## src/design/vcd_pkg.sv

```systemverilog
// Shared types and constants for the vec3 change detector.
package vcd_pkg;

	localparam int THR_BITS   = 16;
	localparam int TICK_BITS  = 32;
	localparam int DELTA_BITS = 17;
	localparam int HIT_BITS   = 16;
	localparam int LANES      = 3;
	localparam int OUT_BITS   = 1 + LANES * DELTA_BITS + LANES * HIT_BITS;
	localparam int OUT_TDATA_BITS = ((OUT_BITS + 7) / 8) * 8;
	localparam int CFG_DATA_BITS  = 32;
	localparam int CFG_IDX_BITS   = 2;

	// register indexes
	localparam logic [CFG_IDX_BITS-1:0] REG_THRESHOLD = 2'd0;
	localparam logic [CFG_IDX_BITS-1:0] REG_MODE      = 2'd1;
	localparam logic [CFG_IDX_BITS-1:0] REG_HOLDOFF   = 2'd2;
	localparam logic [CFG_IDX_BITS-1:0] REG_PREVENT   = 2'd3;

	// detect mode codes
	localparam logic [1:0] MODE_ANY = 2'd0;
	localparam logic [1:0] MODE_INC = 2'd1;
	localparam logic [1:0] MODE_DEC = 2'd2;

	typedef struct packed {
		logic [THR_BITS-1:0]  thr;
		logic [1:0]           mode;
		logic [TICK_BITS-1:0] min_ticks;
		logic                 prevent;
	} cfg_t;

	typedef struct packed {
		logic                        over;
		logic signed [DELTA_BITS-1:0] delta;
		logic [HIT_BITS-1:0]         abs_delta;
	} lane_res_t;

endpackage

```

## src/design/vcd_lane.sv

```systemverilog
// One component lane: delta against the previous sample, threshold test, saturation.
module vcd_lane #(
	parameter int SAMPLE_BITS = 16
) (
	input  logic                   clk,
	input  logic                   arst_n,
	input  logic                   fire,
	input  logic [SAMPLE_BITS-1:0] sample,
	input  vcd_pkg::cfg_t          cfg,
	output vcd_pkg::lane_res_t     res
);

	localparam int DW = SAMPLE_BITS + 1;
	localparam int CW = ((DW > vcd_pkg::DELTA_BITS) ? DW : vcd_pkg::DELTA_BITS) + 1;
	localparam logic signed [CW-1:0] LIM = CW'(65535);

	logic [SAMPLE_BITS-1:0] prev_q;
	logic signed [DW-1:0]   d_raw;
	logic signed [CW-1:0]   d;
	logic signed [CW-1:0]   thr;
	logic signed [CW-1:0]   mag;

	always_ff @(posedge clk or negedge arst_n) begin
		if (!arst_n) begin
			prev_q <= '0;
		end else if (fire) begin
			prev_q <= sample;
		end
	end

	always_comb begin
		d_raw = $signed({sample[SAMPLE_BITS-1], sample}) - $signed({prev_q[SAMPLE_BITS-1], prev_q});
		d     = {{(CW-DW){d_raw[DW-1]}}, d_raw};
		thr   = $signed({{(CW-vcd_pkg::THR_BITS){1'b0}}, cfg.thr});
		mag   = (d < 0) ? -d : d;

		case (cfg.mode)
			vcd_pkg::MODE_ANY: res.over = (d > thr) || (d < -thr);
			vcd_pkg::MODE_INC: res.over = (d > thr);
			default:           res.over = (d < -thr);  // decrease, unused code too
		endcase

		if (d > LIM) begin
			res.delta = vcd_pkg::DELTA_BITS'(65535);
		end else if (d < -LIM) begin
			res.delta = -vcd_pkg::DELTA_BITS'(65535);
		end else begin
			res.delta = d[vcd_pkg::DELTA_BITS-1:0];
		end

		res.abs_delta = (mag > LIM) ? {vcd_pkg::HIT_BITS{1'b1}} : mag[vcd_pkg::HIT_BITS-1:0];
	end

endmodule

```

## src/design/vcd_merge.sv

```systemverilog
// Merge stage: combines lane flags, edge and holdoff qualification, hit latch.
module vcd_merge (
	input  logic                            clk,
	input  logic                            arst_n,
	input  logic                            fire,
	input  logic [vcd_pkg::TICK_BITS-1:0]   timestamp,
	input  vcd_pkg::cfg_t                   cfg,
	input  vcd_pkg::lane_res_t              lane_res [vcd_pkg::LANES],
	output logic                            changed,
	output logic [vcd_pkg::HIT_BITS-1:0]    hit_delta [vcd_pkg::LANES]
);

	logic                          was_over_q;
	logic [vcd_pkg::TICK_BITS-1:0] last_hit_q;
	logic [vcd_pkg::HIT_BITS-1:0]  latched_q [vcd_pkg::LANES];
	logic                          over;
	logic                          cand;
	logic                          holdoff_ok;
	logic                          take;
	logic [vcd_pkg::TICK_BITS-1:0] elapsed;

	always_comb begin
		over = 1'b0;
		for (int i = 0; i < vcd_pkg::LANES; i++) begin
			over = over | lane_res[i].over;
		end
		cand       = over && (cfg.prevent || !was_over_q);
		elapsed    = timestamp - last_hit_q;  // wraps mod 2^32
		holdoff_ok = (elapsed >= cfg.min_ticks);
		take       = cand && holdoff_ok;
		// an over sample that is not a candidate still reports changed
		changed    = over && !(cand && !holdoff_ok);
		for (int i = 0; i < vcd_pkg::LANES; i++) begin
			hit_delta[i] = take ? lane_res[i].abs_delta : latched_q[i];
		end
	end

	always_ff @(posedge clk or negedge arst_n) begin
		if (!arst_n) begin
			was_over_q <= 1'b0;
			last_hit_q <= '0;
			for (int i = 0; i < vcd_pkg::LANES; i++) begin
				latched_q[i] <= '0;
			end
		end else if (fire) begin
			was_over_q <= over;
			if (take) begin
				last_hit_q <= timestamp;
			end
			for (int i = 0; i < vcd_pkg::LANES; i++) begin
				latched_q[i] <= hit_delta[i];
			end
		end
	end

endmodule

```

## src/design/vec3_change_detector_unit.sv

```systemverilog
// Top level of the vec3 change detector: config registers, lanes, merge, output register.
//
// Input stream s_*: one beat per sample. s_tdata from bit 0 up: sample_x, sample_y,
// sample_z (SAMPLE_BITS each, signed Q8.8), timestamp (32 bit ticks), zero padded.
// Output stream m_*: one beat per input beat. m_tdata from bit 0 up: changed,
// delta_x, delta_y, delta_z (17 bit signed), hit_delta_x/y/z (16 bit), zero padded.
// Config: cfg_we writes cfg_data into register cfg_index (0 threshold, 1 mode,
// 2 holdoff ticks, 3 prevent_continued) at the clock edge; write only while idle.
//
// Results are registered: a sample accepted at one edge shows on m_* right after it.
// Throughput is one sample per cycle while the receiver takes each beat; the three component
// lanes and the merge stage are combinational against the stored previous sample and hit state.
// The single output register lets s_tready stay high while m_tready is high or the
// register is empty; when the receiver stalls with a beat held, s_tready drops and
// the held beat stays unchanged.
// Reset (arst_n low) clears the registers, previous sample, hit state and the
// output valid flag.
module vec3_change_detector_unit #(
	parameter int SAMPLE_BITS = 16
) (
	input  logic                                   clk,
	input  logic                                   arst_n,
	input  logic                                   s_tvalid,
	output logic                                   s_tready,
	// sample_x, sample_y, sample_z, timestamp
	input  logic [((3*SAMPLE_BITS+32+7)/8)*8-1:0]  s_tdata,
	output logic                                   m_tvalid,
	input  logic                                   m_tready,
	// changed, delta_x, delta_y, delta_z, hit_delta_x, hit_delta_y, hit_delta_z
	output logic [vcd_pkg::OUT_TDATA_BITS-1:0]     m_tdata,
	input  logic                                   cfg_we,
	input  logic [vcd_pkg::CFG_IDX_BITS-1:0]       cfg_index,
	input  logic [vcd_pkg::CFG_DATA_BITS-1:0]      cfg_data
);

	localparam int TS_LO = vcd_pkg::LANES * SAMPLE_BITS;

	vcd_pkg::cfg_t                 cfg_q;
	vcd_pkg::lane_res_t            lane_res [vcd_pkg::LANES];
	logic [vcd_pkg::HIT_BITS-1:0]  hit_delta [vcd_pkg::LANES];
	logic                          changed;
	logic                          fire;
	logic                          out_valid_q;
	logic [vcd_pkg::OUT_BITS-1:0]  out_data_s1;
	logic [vcd_pkg::OUT_BITS-1:0]  out_next;

	always_ff @(posedge clk or negedge arst_n) begin
		if (!arst_n) begin
			cfg_q <= '0;
		end else if (cfg_we) begin
			unique case (cfg_index)
				vcd_pkg::REG_THRESHOLD: cfg_q.thr       <= cfg_data[vcd_pkg::THR_BITS-1:0];
				vcd_pkg::REG_MODE:      cfg_q.mode      <= cfg_data[1:0];
				vcd_pkg::REG_HOLDOFF:   cfg_q.min_ticks <= cfg_data[vcd_pkg::TICK_BITS-1:0];
				vcd_pkg::REG_PREVENT:   cfg_q.prevent   <= cfg_data[0];
				default: ;
			endcase
		end
	end

	assign s_tready = !out_valid_q || m_tready;
	assign fire     = s_tvalid && s_tready;

	for (genvar i = 0; i < vcd_pkg::LANES; i++) begin : g_lane
		vcd_lane #(.SAMPLE_BITS(SAMPLE_BITS)) u_lane (
			.clk    (clk),
			.arst_n (arst_n),
			.fire   (fire),
			.sample (s_tdata[i*SAMPLE_BITS +: SAMPLE_BITS]),
			.cfg    (cfg_q),
			.res    (lane_res[i])
		);
	end

	vcd_merge u_merge (
		.clk       (clk),
		.arst_n    (arst_n),
		.fire      (fire),
		.timestamp (s_tdata[TS_LO +: vcd_pkg::TICK_BITS]),
		.cfg       (cfg_q),
		.lane_res  (lane_res),
		.changed   (changed),
		.hit_delta (hit_delta)
	);

	always_comb begin
		out_next = {hit_delta[2], hit_delta[1], hit_delta[0],
			lane_res[2].delta, lane_res[1].delta, lane_res[0].delta, changed};
	end

	always_ff @(posedge clk or negedge arst_n) begin
		if (!arst_n) begin
			out_valid_q <= 1'b0;
		end else if (fire) begin
			out_valid_q <= 1'b1;
		end else if (m_tready) begin
			out_valid_q <= 1'b0;
		end
	end

	always_ff @(posedge clk) begin
		if (fire) begin
			out_data_s1 <= out_next;
		end
	end

	assign m_tvalid = out_valid_q;
	assign m_tdata  = {{(vcd_pkg::OUT_TDATA_BITS-vcd_pkg::OUT_BITS){1'b0}}, out_data_s1};

endmodule

```

## config.mk

```make
export PLATFORM = sky130hd
export DESIGN_NAME = vec3_change_detector_unit
export DESIGN_NICKNAME = d
export VERILOG_FILES = /design/src/design/vcd_pkg.sv /design/src/design/vcd_lane.sv /design/src/design/vcd_merge.sv /design/src/design/vec3_change_detector_unit.sv
export SDC_FILE = /design/constraint.sdc
export NUM_CORES = 1
export LEC_CHECK = 0
export ABC_AREA = 1
export BUFFER_PORTS_ARGS = -buffer_cell sky130_fd_sc_hd__clkbuf_2
export CAP_MARGIN = 20
export CELL_PAD_IN_SITES_DETAIL_PLACEMENT = 0
export CELL_PAD_IN_SITES_GLOBAL_PLACEMENT = 2
export CORE_ASPECT_RATIO = 1.1
export CORE_MARGIN = 4
export CORE_UTILIZATION = 35
export DETAILED_ROUTE_END_ITERATION = 7
export PLACE_DENSITY_LB_ADDON = 0.05
export SYNTH_ARGS = -nofsm -noshare
export SYNTH_HDL_FRONTEND = slang
export SYNTH_SLANG_ARGS = --single-unit
```

## constraint.sdc

```tcl
create_clock -name clk -period 5.7 [get_ports clk]
set_input_delay 0.855 -clock clk [delete_from_list [all_inputs] [get_ports clk]]
set_output_delay 0.855 -clock clk [all_outputs]
set_load 0.01 [all_outputs]
```

==> results of run 1 <==
cell usage in the layout, fill, tap and decap left out, types with 6 or more instances in the layout:
cell type,synthesis,layout
a21oi_1,130,130
buf_4,13,18
clkbuf_1,31,6
clkbuf_16,0,37
clkbuf_2,0,219
clkinv_1,2,8
dfrtp_1,181,181
edfxtp_1,100,100
ha_1,220,220
inv_1,375,373
inv_2,20,20
nand2_1,872,872
nand2_2,47,47
nand3_1,196,195
nand3_2,18,19
nand3b_1,9,9
nand4_1,115,115
nor2_1,170,170
nor2_2,9,9
nor3_1,28,28
o211ai_1,7,7
o21ai_0,156,156
o21ai_1,16,16
o22ai_2,10,10
xnor2_1,11,11
xor2_1,43,43
through the flow:
stage / worst slack (ns) / cells / hold WS (ns)
6_report: 0.6422 / 3929 / 0.2797
5_1_grt: 0.1769 / 3929 / 0.2989
3_5_place_dp: 0.3531 / 3867 / 0.4583
4_1_cts: 0.6932 / 3929 / 0.2797
3_3_place_gp: 0.4775 / 3867 / 0.4537
2_1_floorplan: 0.7842 / 2897 / 0.4419
cells by family after synthesis:
kind of cell	after synthesis	synth area share [%]
other	1	0.01749
buffers and inverters	487	9.390
DFF	281	35.13
adders and majority gates	224	13.21
xor gates and xnor gates	56	2.358
AOI/OAI and AO/OA	356	9.220
and+or+nand+nor	1489	30.67
worst max-delay path by stage:
| stage | from | endpoint | slack (ns) | cells after the start |
|---|---|---|---|---|
| floorplan | m_tready | out_data_s1[0] | 0.78 | 6 |
| global placement | s_tdata[48] | out_data_s1[81] | 0.48 | 27 |
| detailed placement | s_tdata[48] | out_data_s1[52] | 0.35 | 27 |
| CTS | cfg_q[36] | out_data_s1[68] | 0.69 | 29 |
| global route | cfg_q[36] | out_data_s1[95] | 0.18 | 29 |
| finish | cfg_q[36] | out_data_s1[87] | 0.64 | 29 |
power by group:
group | total [mW] | internal, mW | switching, mW
clock | 2.29 | 1.40 | 0.891
sequential | 3.09 | 2.82 | 0.270
combinational | 6.10 | 2.04 | 4.05
flip-flops by register name, indices dropped and copies added (netlist names):
name,count
u_merge.latched_q,48
m_tvalid,1
cfg_q,51
g_lane.u_lane.prev_q,48
u_merge.last_hit_q,32
u_merge.was_over_q,1
out_data_s1,100
final cells by class:
cell class,count,area [um^2],share of cell area (%)
Multi-Input combinational cell,2129,11910,48.64
Sequential cell,281,7532,30.76
Inverter,398,1511,6.171
Timing Repair Buffer,243,1345,5.492
Tap cell,816,1021,4.169
Clock buffer,46,989.7,4.041
Clock inverter,16,180.2,0.7357
worst register-to-register path, delay by kind of cell, from the launching register on:
kind | cells | cell delay, ns
buf+inv | 4 | 0.71
fa+ha+maj | 2 | 0.47
flops | 1 | 0.42
simple gates | 23 | 3.21
per-layer routing:
metal / part of all wire, % / wire length (um) / track usage, % / vias to the layer above
met5: 0 / 0 / 0 / -
met4: 2.8 / 1904 / 6.065 / 0
met3: 4.4 / 2982 / 2.854 / 81
met2: 49 / 32800 / 35.95 / 417
met1: 44 / 29850 / 26.60 / 9050
li1: - / - / - / 9891
==> metrics.md, run 1 <==
| Metric | Value |
|---|---|
| Status | `completed` |
| # H-tree levels | `2` |
| Worst Path Arrival | `5.35 ns` |
| Final core occ | `40.67%` |
| Via Count | `19439` |
| CP max stage delay | `0.42 ns` |
| Synth Warn # | `0` |
| Worst min path class | `in -> async` |
| Clock Latency Late Sink | `0.55 ns` |
| Crit Path Category | `reg -> reg` |
| Clk pin slew, worst setup/hold paths | `0.06 ns` |
| Mean Syn Cell Area | `7.409 um^2` |
| Placed cell area | `23320 um^2` |
| Slowest-stage cell, CP | `dfrtp_1` |
| Die Ht | `267.6 um` |
| Synthesized area | `21440 um^2` |
| DRT antenna net count | `0` |
| Post-DR wirelength/cell | `17.19 um` |
| Hold Violations, Final | `0` |
| Core Footprint | `60220 um^2` |
| Post-synth top cells | `872 x nand2_1, 375 x inv_1, 220 x ha_1` |
| Least-Margin Pin Slew | `0.9383 ns` |
| CTS resizes | `0` |
| TritonRoute pass-1 iters | `5` |
| Reg-to-Reg Start | `cfg_q[36]` |
| Vias/cell | `4.948` |
| Finished Cell Area | `24490 um^2` |
| Setup TNS | `0 ns` |
| Synth top area cells | `dfrtp_1 21%, nand2_1 15%, edfxtp_1 14%, ha_1 13%, inv_1 6.6%` |
| Worst clock skew | `0.01963 ns` |
| First-pass GRT wire length | `107.4 mm` |
| Post-CTS Hold Buffers | `0` |
| Detailed Route WL | `67.54 mm` |
| Worst EP required | `5.99 ns` |
| Pleak | `12.77 nW` |
| Yosys top cell area share | `21.13%` |
| Initial antenna violation count | `0` |
| I/O Buffers | `220` |
| IO Count | `225` |
| Final Setup Violations | `0` |
| Pin count of the biggest net entering global routing | `127` |
| Residual DRC | `0` |
| CTS tree | `built` |
| Critical Path End Type | `flop` |
| Register area share after synthesis | `35.13%` |
| ANT cells | `0` |
| Layout area overhead | `14.23%` |
| Most frequent cell on the critical path | `nand2_1` |
| Startpoint class of the critical path | `flop` |
| Post-synth EDFFs | `100` |
| Async SR Flop Fraction | `64.41%` |
| Iteration-0 DRC Markers | `1206` |
| GRT Util Overall | `20.56%` |
| Final global-route overflow total | `0` |
| Maximum fanout along the worst path | `33` |
| Setup bufs post-CTS | `0` |
| Die area | `65290 um^2` |
| Most common cell in the synthesized netlist | `nand2_1` |
| Fin. max-slew vios | `0` |
| Clock root buffer | `clkbuf_16` |
| Vias in the first global route | `19264` |
| CTS sink count | `281` |
| Site Rows | `94` |
| Share of layout cells above drive strength 1 | `13.78%` |
| Reg2Reg Depth | `29` |
| CP top delay family | `simple AND/OR/NAND/NOR gates` |
| Cell taking the most area after synthesis | `dfrtp_1` |
| Nets | `3431` |
| R2r setup slk | `0.64 ns` |
| Post-layout min period | `5.058 ns` |
| Rel. slew slack | `37.27%` |
| Syn Inst Count | `2894` |
| GP Congestion | `0.8756` |
| Initial core utilization | `35.61%` |
| Max VDD drop | `0.4330 mV` |
| CP bufs+invs | `4` |
| Clock buffer depth | `3` |
| HPWL Detailed | `52.37 mm` |
| Count of cell types in the netlist | `59` |
| Max cap viols | `0` |
| R2R Path End | `out_data_s1[87]` |
| Period Utilization, post-route | `88.73%` |
| RSZ-0062 raised after global routing | `false` |
| Fmax | `197.7 MHz` |
| Pwr Total | `11.47 mW` |
| Fill cell count | `6419` |
| CTS buffer count | `35` |
| Die W | `244.0 um` |
| Post-synth top flop | `dfrtp_1` |
| #FFs+latches synth | `281` |
| Cell Pwr Density | `468.5 nW/um^2` |
No activity file was read; power rests on OpenSTA's default activity.
==> run 2, diff against run 1 <==
- CORE_MARGIN: 4 -> 2
- SYNTH_HIERARCHICAL: unset -> 1
==> run 2 against run 1 <==
Clock skew is 0.0016 ns higher. Largest cell class unchanged. First-iteration DRC count is 12% lower. Highest routed layer unchanged. Cell area is 5.0% higher. Cell count is 3.4% higher. Critical endpoint is now u_merge/latched_q[24].
==> metrics.md, run 2 <==
| Metric | Value |
|---|---|
| GRT Util Overall | `21.11% (was 20.56%)` |
| Period Utilization, post-route | `82.43% (was 88.73%)` |
| Hold Violations, Final | `0 (unchanged)` |
| Post-synth top flop | `dfrtp_1 (unchanged)` |
| Largest regs | `out_data_s1: 100 flops, cfg_q: 51 flops (unchanged)` |
| Place WS | `0.4408 ns (was 0.3531 ns)` |
| Max cap viols | `0 (unchanged)` |
| Worst min path class | `in -> async (unchanged)` |
| Detailed Route WL | `70.22 mm (was 67.54 mm)` |
| Status | `completed (unchanged)` |
| Post-synth top cells | `893 x nand2_1, 366 x inv_1, 230 x nand3_1 (was 872 x nand2_1, 375 x inv_1, 220 x ha_1)` |
| Clock root buffer | `clkbuf_16 (unchanged)` |
| Max VDD drop | `0.4104 mV (was 0.4330 mV)` |
| Final worst slack | `1.001 ns (was 0.6422 ns)` |
| Most common cell in the synthesized netlist | `nand2_1 (unchanged)` |
| Via Count | `20064 (was 19439)` |
| Clk pin slew, worst setup/hold paths | `0.06 ns (about the same)` |
| Count of cell types in the netlist | `58 (was 59)` |
| Final global-route overflow total | `0 (unchanged)` |
| Register bank with the most flops | `out_data_s1 (unchanged)` |
| TritonRoute pass-1 iters | `5 (unchanged)` |
| Synth top area cells | `dfrtp_1 20%, nand2_1 15%, edfxtp_1 13%, ha_1 11%, inv_1 6.1% (was dfrtp_1 21%, nand2_1 15%, edfxtp_1 14%, ha_1 13%, inv_1 6.6%)` |
| Rel. slew slack | `47.30% (was 37.27%)` |
| Critical Path End Type | `flop (unchanged)` |
| # H-tree levels | `2 (unchanged)` |
| Cell Pwr Density | `474.2 nW/um^2 (was 468.5 nW/um^2)` |
| Residual DRC | `0 (unchanged)` |
| CTS tree | `built (unchanged)` |
| Setup TNS | `0 ns (unchanged)` |
| Post-layout min period | `4.699 ns (was 5.058 ns)` |
| Met1 Usage GRT | `27.79% (was 26.60%)` |
| I/O Buffers | `220 (unchanged)` |
| Worst clock skew | `0.02125 ns (was 0.01963 ns)` |
| Worst Path Arrival | `5.18 ns (was 5.35 ns)` |
| Footprint of the multi-input gates | `13010 um^2 (was 11910 um^2)` |
| Yosys top cell area share | `20.10% (was 21.13%)` |
| Cell taking the most area after synthesis | `dfrtp_1 (unchanged)` |
| Clock Latency Late Sink | `0.57 ns (was 0.55 ns)` |
| Vias in the first global route | `20020 (was 19264)` |
| Die W | `245.9 um (was 244.0 um)` |
| Share of layout cells above drive strength 1 | `15.37% (was 13.78%)` |
| Site Rows | `97 (was 94)` |
| Pwr Total | `12.19 mW (was 11.47 mW)` |
| CTS resizes | `0 (unchanged)` |
| Fmax | `212.8 MHz (was 197.7 MHz)` |
| Nets | `3519 (was 3431)` |
| Pin count of the biggest net entering global routing | `140 (was 127)` |
| DRT antenna net count | `0 (unchanged)` |
| Register area share after synthesis | `33.43% (was 35.13%)` |
| Fin. max-slew vios | `0 (unchanged)` |
| Vias/cell | `4.938 (was 4.948)` |
| Clock buffer depth | `3 (unchanged)` |
| Fill cell count | `6733 (was 6419)` |
| Least-Margin Pin Slew | `0.7905 ns (was 0.9383 ns)` |
| GR Layer Usage met3 | `2.295% (was 2.854%)` |
| Post-DR wirelength/cell | `17.28 um (was 17.19 um)` |
| Async SR Flop Fraction | `64.41% (unchanged)` |
| Most frequent cells in the layout | `893 x nand2_1, 366 x inv_1, 230 x nand3_1 (was 872 x nand2_1, 373 x inv_1, 220 x ha_1)` |
| Startpoint class of the critical path | `input pin (was flop)` |
| Maximum fanout along the worst path | `57 (was 33)` |
| CTS sink count | `281 (unchanged)` |
| Crit Path Category | `in -> reg (was reg -> reg)` |
| Die area | `66430 um^2 (was 65290 um^2)` |
| RSZ-0062 raised after global routing | `false (unchanged)` |
| HPWL Detailed | `54.30 mm (was 52.37 mm)` |
| Post-synth EDFFs | `100 (unchanged)` |
| Die Ht | `270.1 um (was 267.6 um)` |
| CTS buffer count | `37 (was 35)` |
| GP Congestion | `0.8301 (was 0.8756)` |
| Worst EP required | `6.19 ns (was 5.99 ns)` |
| Synthesized area | `22530 um^2 (was 21440 um^2)` |
| Commonest non-fill, non-tap cell in the layout | `nand2_1 (unchanged)` |
| Setup bufs post-CTS | `0 (unchanged)` |
| Initial antenna violation count | `0 (unchanged)` |
| #FFs+latches synth | `281 (unchanged)` |
| Pleak | `13.17 nW (was 12.77 nW)` |
| Syn Inst Count | `2997 (was 2894)` |
| Post-CTS Hold Buffers | `0 (unchanged)` |
| Iteration-0 DRC Markers | `1062 (was 1206)` |
| First-pass GRT wire length | `111.4 mm (was 107.4 mm)` |
| Initial core utilization | `35.37% (was 35.61%)` |
| Layout area overhead | `14.12% (was 14.23%)` |
| IO Count | `225 (unchanged)` |
| Core Footprint | `63720 um^2 (was 60220 um^2)` |
| Mean Syn Cell Area | `7.519 um^2 (was 7.409 um^2)` |
| Largest register FFs | `100 (unchanged)` |
| Top Usage Layer GRT | `met2 (unchanged)` |
| Synth Warn # | `6 (was 0)` |
| Final Setup Violations | `0 (unchanged)` |
| M2 GR Usage | `37.15% (was 35.95%)` |
| Storage cell area | `7532 um^2 (unchanged)` |
## run 2: cell types whose count changed after synthesis, sizes merged, moves of 21 or more
cell | previous run | this run
nor2 | 183 | 161
nand2 | 921 | 952
o21bai | 3 | 24
nand3 | 215 | 248
o21ai | 176 | 145
nand4 | 116 | 169
xor2 | 45 | 97
## run 2: power breakdown
part / total (mW) / switching, mW / internal, mW / leakage [nW]
clock: 2.43 / 0.969 / 1.46 / 0.604
combinational: 6.65 / 4.42 / 2.23 / 9.34
sequential: 3.11 / 0.326 / 2.78 / 3.23
total: 12.2 / 5.72 / 6.47 / 13.2
## run 2: routing by layer
| layer | share of wire (%) | up-vias |
|---|---|---|
| met2 | 50 | 290 |
| met4 | 1.8 | 0 |
| met5 | 0 | - |
| met3 | 3.1 | 72 |
| met1 | 46 | 9428 |
| li1 | - | 10274 |
## run 2: stage by stage
step	area, um^2	cells	utilization, %	hold WS, ns
finish	25720	4063	40.36	0.2609
global route	25710	4062	40.36	0.2959
CTS	25710	4062	40.36	0.2743
detailed placement	24460	3994	38.39	0.4582
global placement	24460	3994	38.39	0.4534
floorplan	22550	3000	-	0.4419
## run 2: final cells by class
class / instances / area share, %
repair buffers: 251 / 5.513
well taps: 841 / 4.092
flip-flops and latches: 281 / 29.29
multi-input cells: 2235 / 50.57
clock buffers: 53 / 4.199
inverters: 386 / 5.644
diodes: 1 / 0.009731
clock inverters: 15 / 0.6812
## run 2: path summary, 6_finish.rpt
| path | to | cells past startpoint | slack (ns) | startpoint |
|---|---|---|---|---|
| min in group clk | u_merge/latched_q[33] | 2 | 0.47 | u_merge/latched_q[33] |
| min | m_tvalid | 1 | 0.26 | arst_n |
| max reg2reg | u_merge/latched_q[24] | 22 | 1.05 | g_lane[0].u_lane/prev_q[0] |
| min reg2reg | u_merge/latched_q[33] | 2 | 0.47 | u_merge/latched_q[33] |
| max in group asynchronous | g_lane[0].u_lane/prev_q[11] | 2 | 4.29 | arst_n |
| max | u_merge/latched_q[24] | 24 | 1.00 | s_tdata[0] |
## run 2: logic make-up after synthesis
logic type	count (synthesis)	synth area share, %
compound gates	318	8.540
xor+xnor	111	5.247
fa+ha+maj	208	11.68
buf+inv	484	9.051
flops	281	33.43
other cells	1	0.01664
simple gates	1594	32.04
## run 2: critical path, stage by stage
cell	delay (ns)
clkbuf_2	0.07
inv_1	0.05
ha_1	0.22
fa_1	0.41
nand3b_1	0.19
nand2_2	0.12
nand2_2	0.09
nand3_2	0.08
xnor2_1	0.22
inv_1	0.19
ha_1	0.33
nand2_1	0.07
nor4_1	0.32
nand4_1	0.13
nor3_1	0.25
a211oi_1	0.11
nand2_1	0.10
nand2_1	0.07
nor3_1	0.43
nor2_4	0.13
nand3_4	0.22
buf_12	0.31
nand2_1	0.08
nand2_1	0.08
==> run 3, diff against run 2 <==
- CORE_UTILIZATION: 35 -> 32
- clock period: 5.7 -> 4.2 ns (I/O delays scaled with it)
==> run 3 against run 2 <==
Cell area grew 12%. Register-to-register slack got worse by 0.91 ns. First-iteration DRC count is 7.7% higher. Utilization grew 0.81 points. Via count increased by 6.0%. Combinational power is 65% higher. Total power is 51% higher. Global-route usage decreased by 0.54 points. Worst setup slack got worse by 0.87 ns.
==> metrics.md, run 3 (synthesis results as in run 2) <==
| Metric | Value |
|---|---|
| Pleak | `14.77 nW (was 13.17 nW)` |
| Slowest-stage cell, CP | `dfrtp_1 (was nor3_1)` |
| Clock root buffer | `clkbuf_16 (unchanged)` |
| CTS tree | `built (unchanged)` |
| Cell Chain, Critical Path | `ha_1 > inv_1 > fa_1 > nand3_1 > nand2_1 > a21oi_1 > buf_4 > o21ai_0 > nand3_1 > nand3_1 > xor2_1 > ha_1 > nand2_1 > o21ai_1 > a21o_1 > a21oi_1 > nand2_4 > nand3_4 > buf_12 > clkbuf_16 > nand2_1 > nand2_1 (was clkbuf_2 > inv_1 > ha_1 > fa_1 > nand3b_1 > nand2_2 > nand2_2 > nand3_2 > xnor2_1 > inv_1 > ha_1 > nand2_1 > nor4_1 > nand4_1 > nor3_1 > a211oi_1 > nand2_1 > nand2_1 > nor3_1 > nor2_4 > nand3_4 > buf_12 > nand2_1 > nand2_1)` |
| Nets | `3821 (was 3519)` |
| Final core occ | `41.17% (was 40.36%)` |
| Most frequent cell on the critical path | `nand2_1 (unchanged)` |
| CTS sink count | `281 (unchanged)` |
| Hold WS | `0.1355 ns (was 0.2609 ns)` |
| GRT Util Overall | `20.57% (was 21.11%)` |
| Fill cell count | `7337 (was 6733)` |
| Pin count of the biggest net entering global routing | `96 (was 140)` |
| Final worst slack | `0.1358 ns (was 1.001 ns)` |
| ANT cells | `0 (was 1)` |
| RSZ-0062 raised after global routing | `true (was false)` |
| Residual DRC | `0 (unchanged)` |
| Final Setup Violations | `0 (unchanged)` |
| Iteration-0 DRC Markers | `1144 (was 1062)` |
| Largest register FFs | `100 (unchanged)` |
| # H-tree levels | `2 (unchanged)` |
| Pwr Total | `18.36 mW (was 12.19 mW)` |
| Status | `completed (unchanged)` |
| CTS buffer count | `37 (unchanged)` |
| Least-Margin Pin Slew | `0.8455 ns (was 0.7905 ns)` |
| CP top delay family | `simple AND/OR/NAND/NOR gates (unchanged)` |
| Post-CTS Hold Buffers | `0 (unchanged)` |
| Post-DR wirelength/cell | `17.25 um (was 17.28 um)` |
| Detailed Route WL | `76.89 mm (was 70.22 mm)` |
| Share of layout cells above drive strength 1 | `25.17% (was 15.37%)` |
| Via Count | `21260 (was 20064)` |
| Core Footprint | `70060 um^2 (was 63720 um^2)` |
| Register bank with the most flops | `out_data_s1 (unchanged)` |
| Most frequent cells in the layout | `872 x nand2_1, 357 x inv_1, 300 x buf_4 (was 893 x nand2_1, 366 x inv_1, 230 x nand3_1)` |
| Fmax | `246.1 MHz` |
| Layout area overhead | `28.00% (was 14.12%)` |
| Post-Place Cells | `4366 (was 3994)` |
| Max cap viols | `0 (unchanged)` |
| Worst clock skew | `0.01737 ns (was 0.02125 ns)` |
| Storage cell area | `7536 um^2 (was 7532 um^2)` |
| CP bufs+invs | `4 (unchanged)` |
| Post-Layout Cell Count | `4456 (was 4063)` |
| Vias in the first global route | `21322 (was 20020)` |
| I/O Buffers | `220 (unchanged)` |
| TritonRoute pass-1 iters | `5 (unchanged)` |
| Site Rows | `102 (was 97)` |
| Max VDD drop | `0.2896 mV (was 0.4104 mV)` |
| Largest regs | `out_data_s1: 100 flops, cfg_q: 51 flops (unchanged)` |
| CP max stage delay | `0.38 ns (was 0.43 ns)` |
| Die Ht | `282.3 um (was 270.1 um)` |
| Vias/cell | `4.771 (was 4.938)` |
| Die W | `257.0 um (was 245.9 um)` |
| Place WS | `-0.5472 ns (was 0.4408 ns)` |
| Worst min path class | `in -> async (unchanged)` |
| DRT antenna net count | `0 (unchanged)` |
| Placed cell area | `26810 um^2 (was 24460 um^2)` |
| GP Congestion | `0.8701 (was 0.8301)` |
| Fin. max-slew vios | `0 (unchanged)` |
| Worst EP required | `4.69 ns (was 6.19 ns)` |
| Die area | `72560 um^2 (was 66430 um^2)` |
| Critical Path End Type | `flop (unchanged)` |
| Rel. slew slack | `43.63% (was 47.30%)` |
| Final global-route overflow total | `0 (unchanged)` |
| Initial antenna violation count | `2 (was 0)` |
| First-pass GRT wire length | `118.2 mm (was 111.4 mm)` |
| Footprint of the multi-input gates | `13530 um^2 (was 13010 um^2)` |
| Clock Latency Late Sink | `0.55 ns (was 0.57 ns)` |
| Hold Violations, Final | `0 (unchanged)` |
| Worst Path Arrival | `4.55 ns (was 5.18 ns)` |
| IO Count | `225 (unchanged)` |
| Cell Pwr Density | `636.7 nW/um^2 (was 474.2 nW/um^2)` |
| Setup TNS | `0 ns (unchanged)` |
| Post-layout min period | `4.064 ns` |
| Clock buffer depth | `3 (unchanged)` |
| HPWL Detailed | `59.57 mm (was 54.30 mm)` |
| Startpoint class of the critical path | `flop (was input pin)` |
| Clk pin slew, worst setup/hold paths | `0.06 ns (about the same)` |
| Maximum fanout along the worst path | `9 (was 57)` |
| Period Utilization, post-route | `96.77%` |
| Initial core utilization | `32.16% (was 35.37%)` |
| Finished Cell Area | `28840 um^2 (was 25720 um^2)` |
| Crit Path Category | `reg -> reg (was in -> reg)` |
| Commonest non-fill, non-tap cell in the layout | `nand2_1 (unchanged)` |
==> run 3: worst reg2reg max path: cells and delay by family, from the launching register on <==
family | cells | cell delay [ns]
AOI/OAI and AO/OA | 5 | 0.86
xor gates and xnor gates | 1 | 0.33
adders and majority gates | 3 | 0.74
buffers and inverters | 4 | 0.63
DFF | 1 | 0.38
and+or+nand+nor | 9 | 1.08
==> run 3: final cells by class <==
class / count / area share (%)
Clock buffer: 53 / 3.661
Clock inverter: 12 / 0.4078
Inverter: 386 / 5.032
Multi-Input combinational cell: 2235 / 46.91
Sequential cell: 281 / 26.13
Tap cell: 936 / 4.060
Timing Repair Buffer: 553 / 13.80
==> run 3: routing by layer <==
metal	track usage [%]	vias up	part of all wire, %	wire, um
met5	0	-	0.029	22
met4	5.322	4	2.4	1835
met3	2.608	94	3.3	2530
met2	36.64	321	50	38090
met1	26.24	9966	45	34410
li1	-	10875	-	-
==> run 3: path summary, 6_finish.rpt <==
path	startpoint	endpoint	slack, ns	depth (start not counted)
worst max-delay path	u_merge/last_hit_q[0]	u_merge/last_hit_q[11]	0.14	22
worst min-delay path	arst_n	m_tvalid	0.14	1
worst max register to register	u_merge/last_hit_q[0]	u_merge/last_hit_q[11]	0.14	22
worst min register to register	cfg_q[12]	cfg_q[12]	0.47	2
max in group asynchronous	arst_n	cfg_q[24]	3.09	2
min in group clk	s_tdata[38]	g_lane[2].u_lane/prev_q[6]	0.32	3
==> run 3: power breakdown <==
part	switching, mW	internal [mW]
Sequential	0.442	3.78
Combinational	6.66	4.35
Clock	1.28	1.87
Total	8.38	9.99
==> run 3: repair_timing <==
item                                    4_1_cts  5_1_grt
pin swaps                                    11       32
gates resized for setup                      37       72
gates cloned                                  1        8
setup buffers                                 6       11
endpoints found under the setup margin      129      129
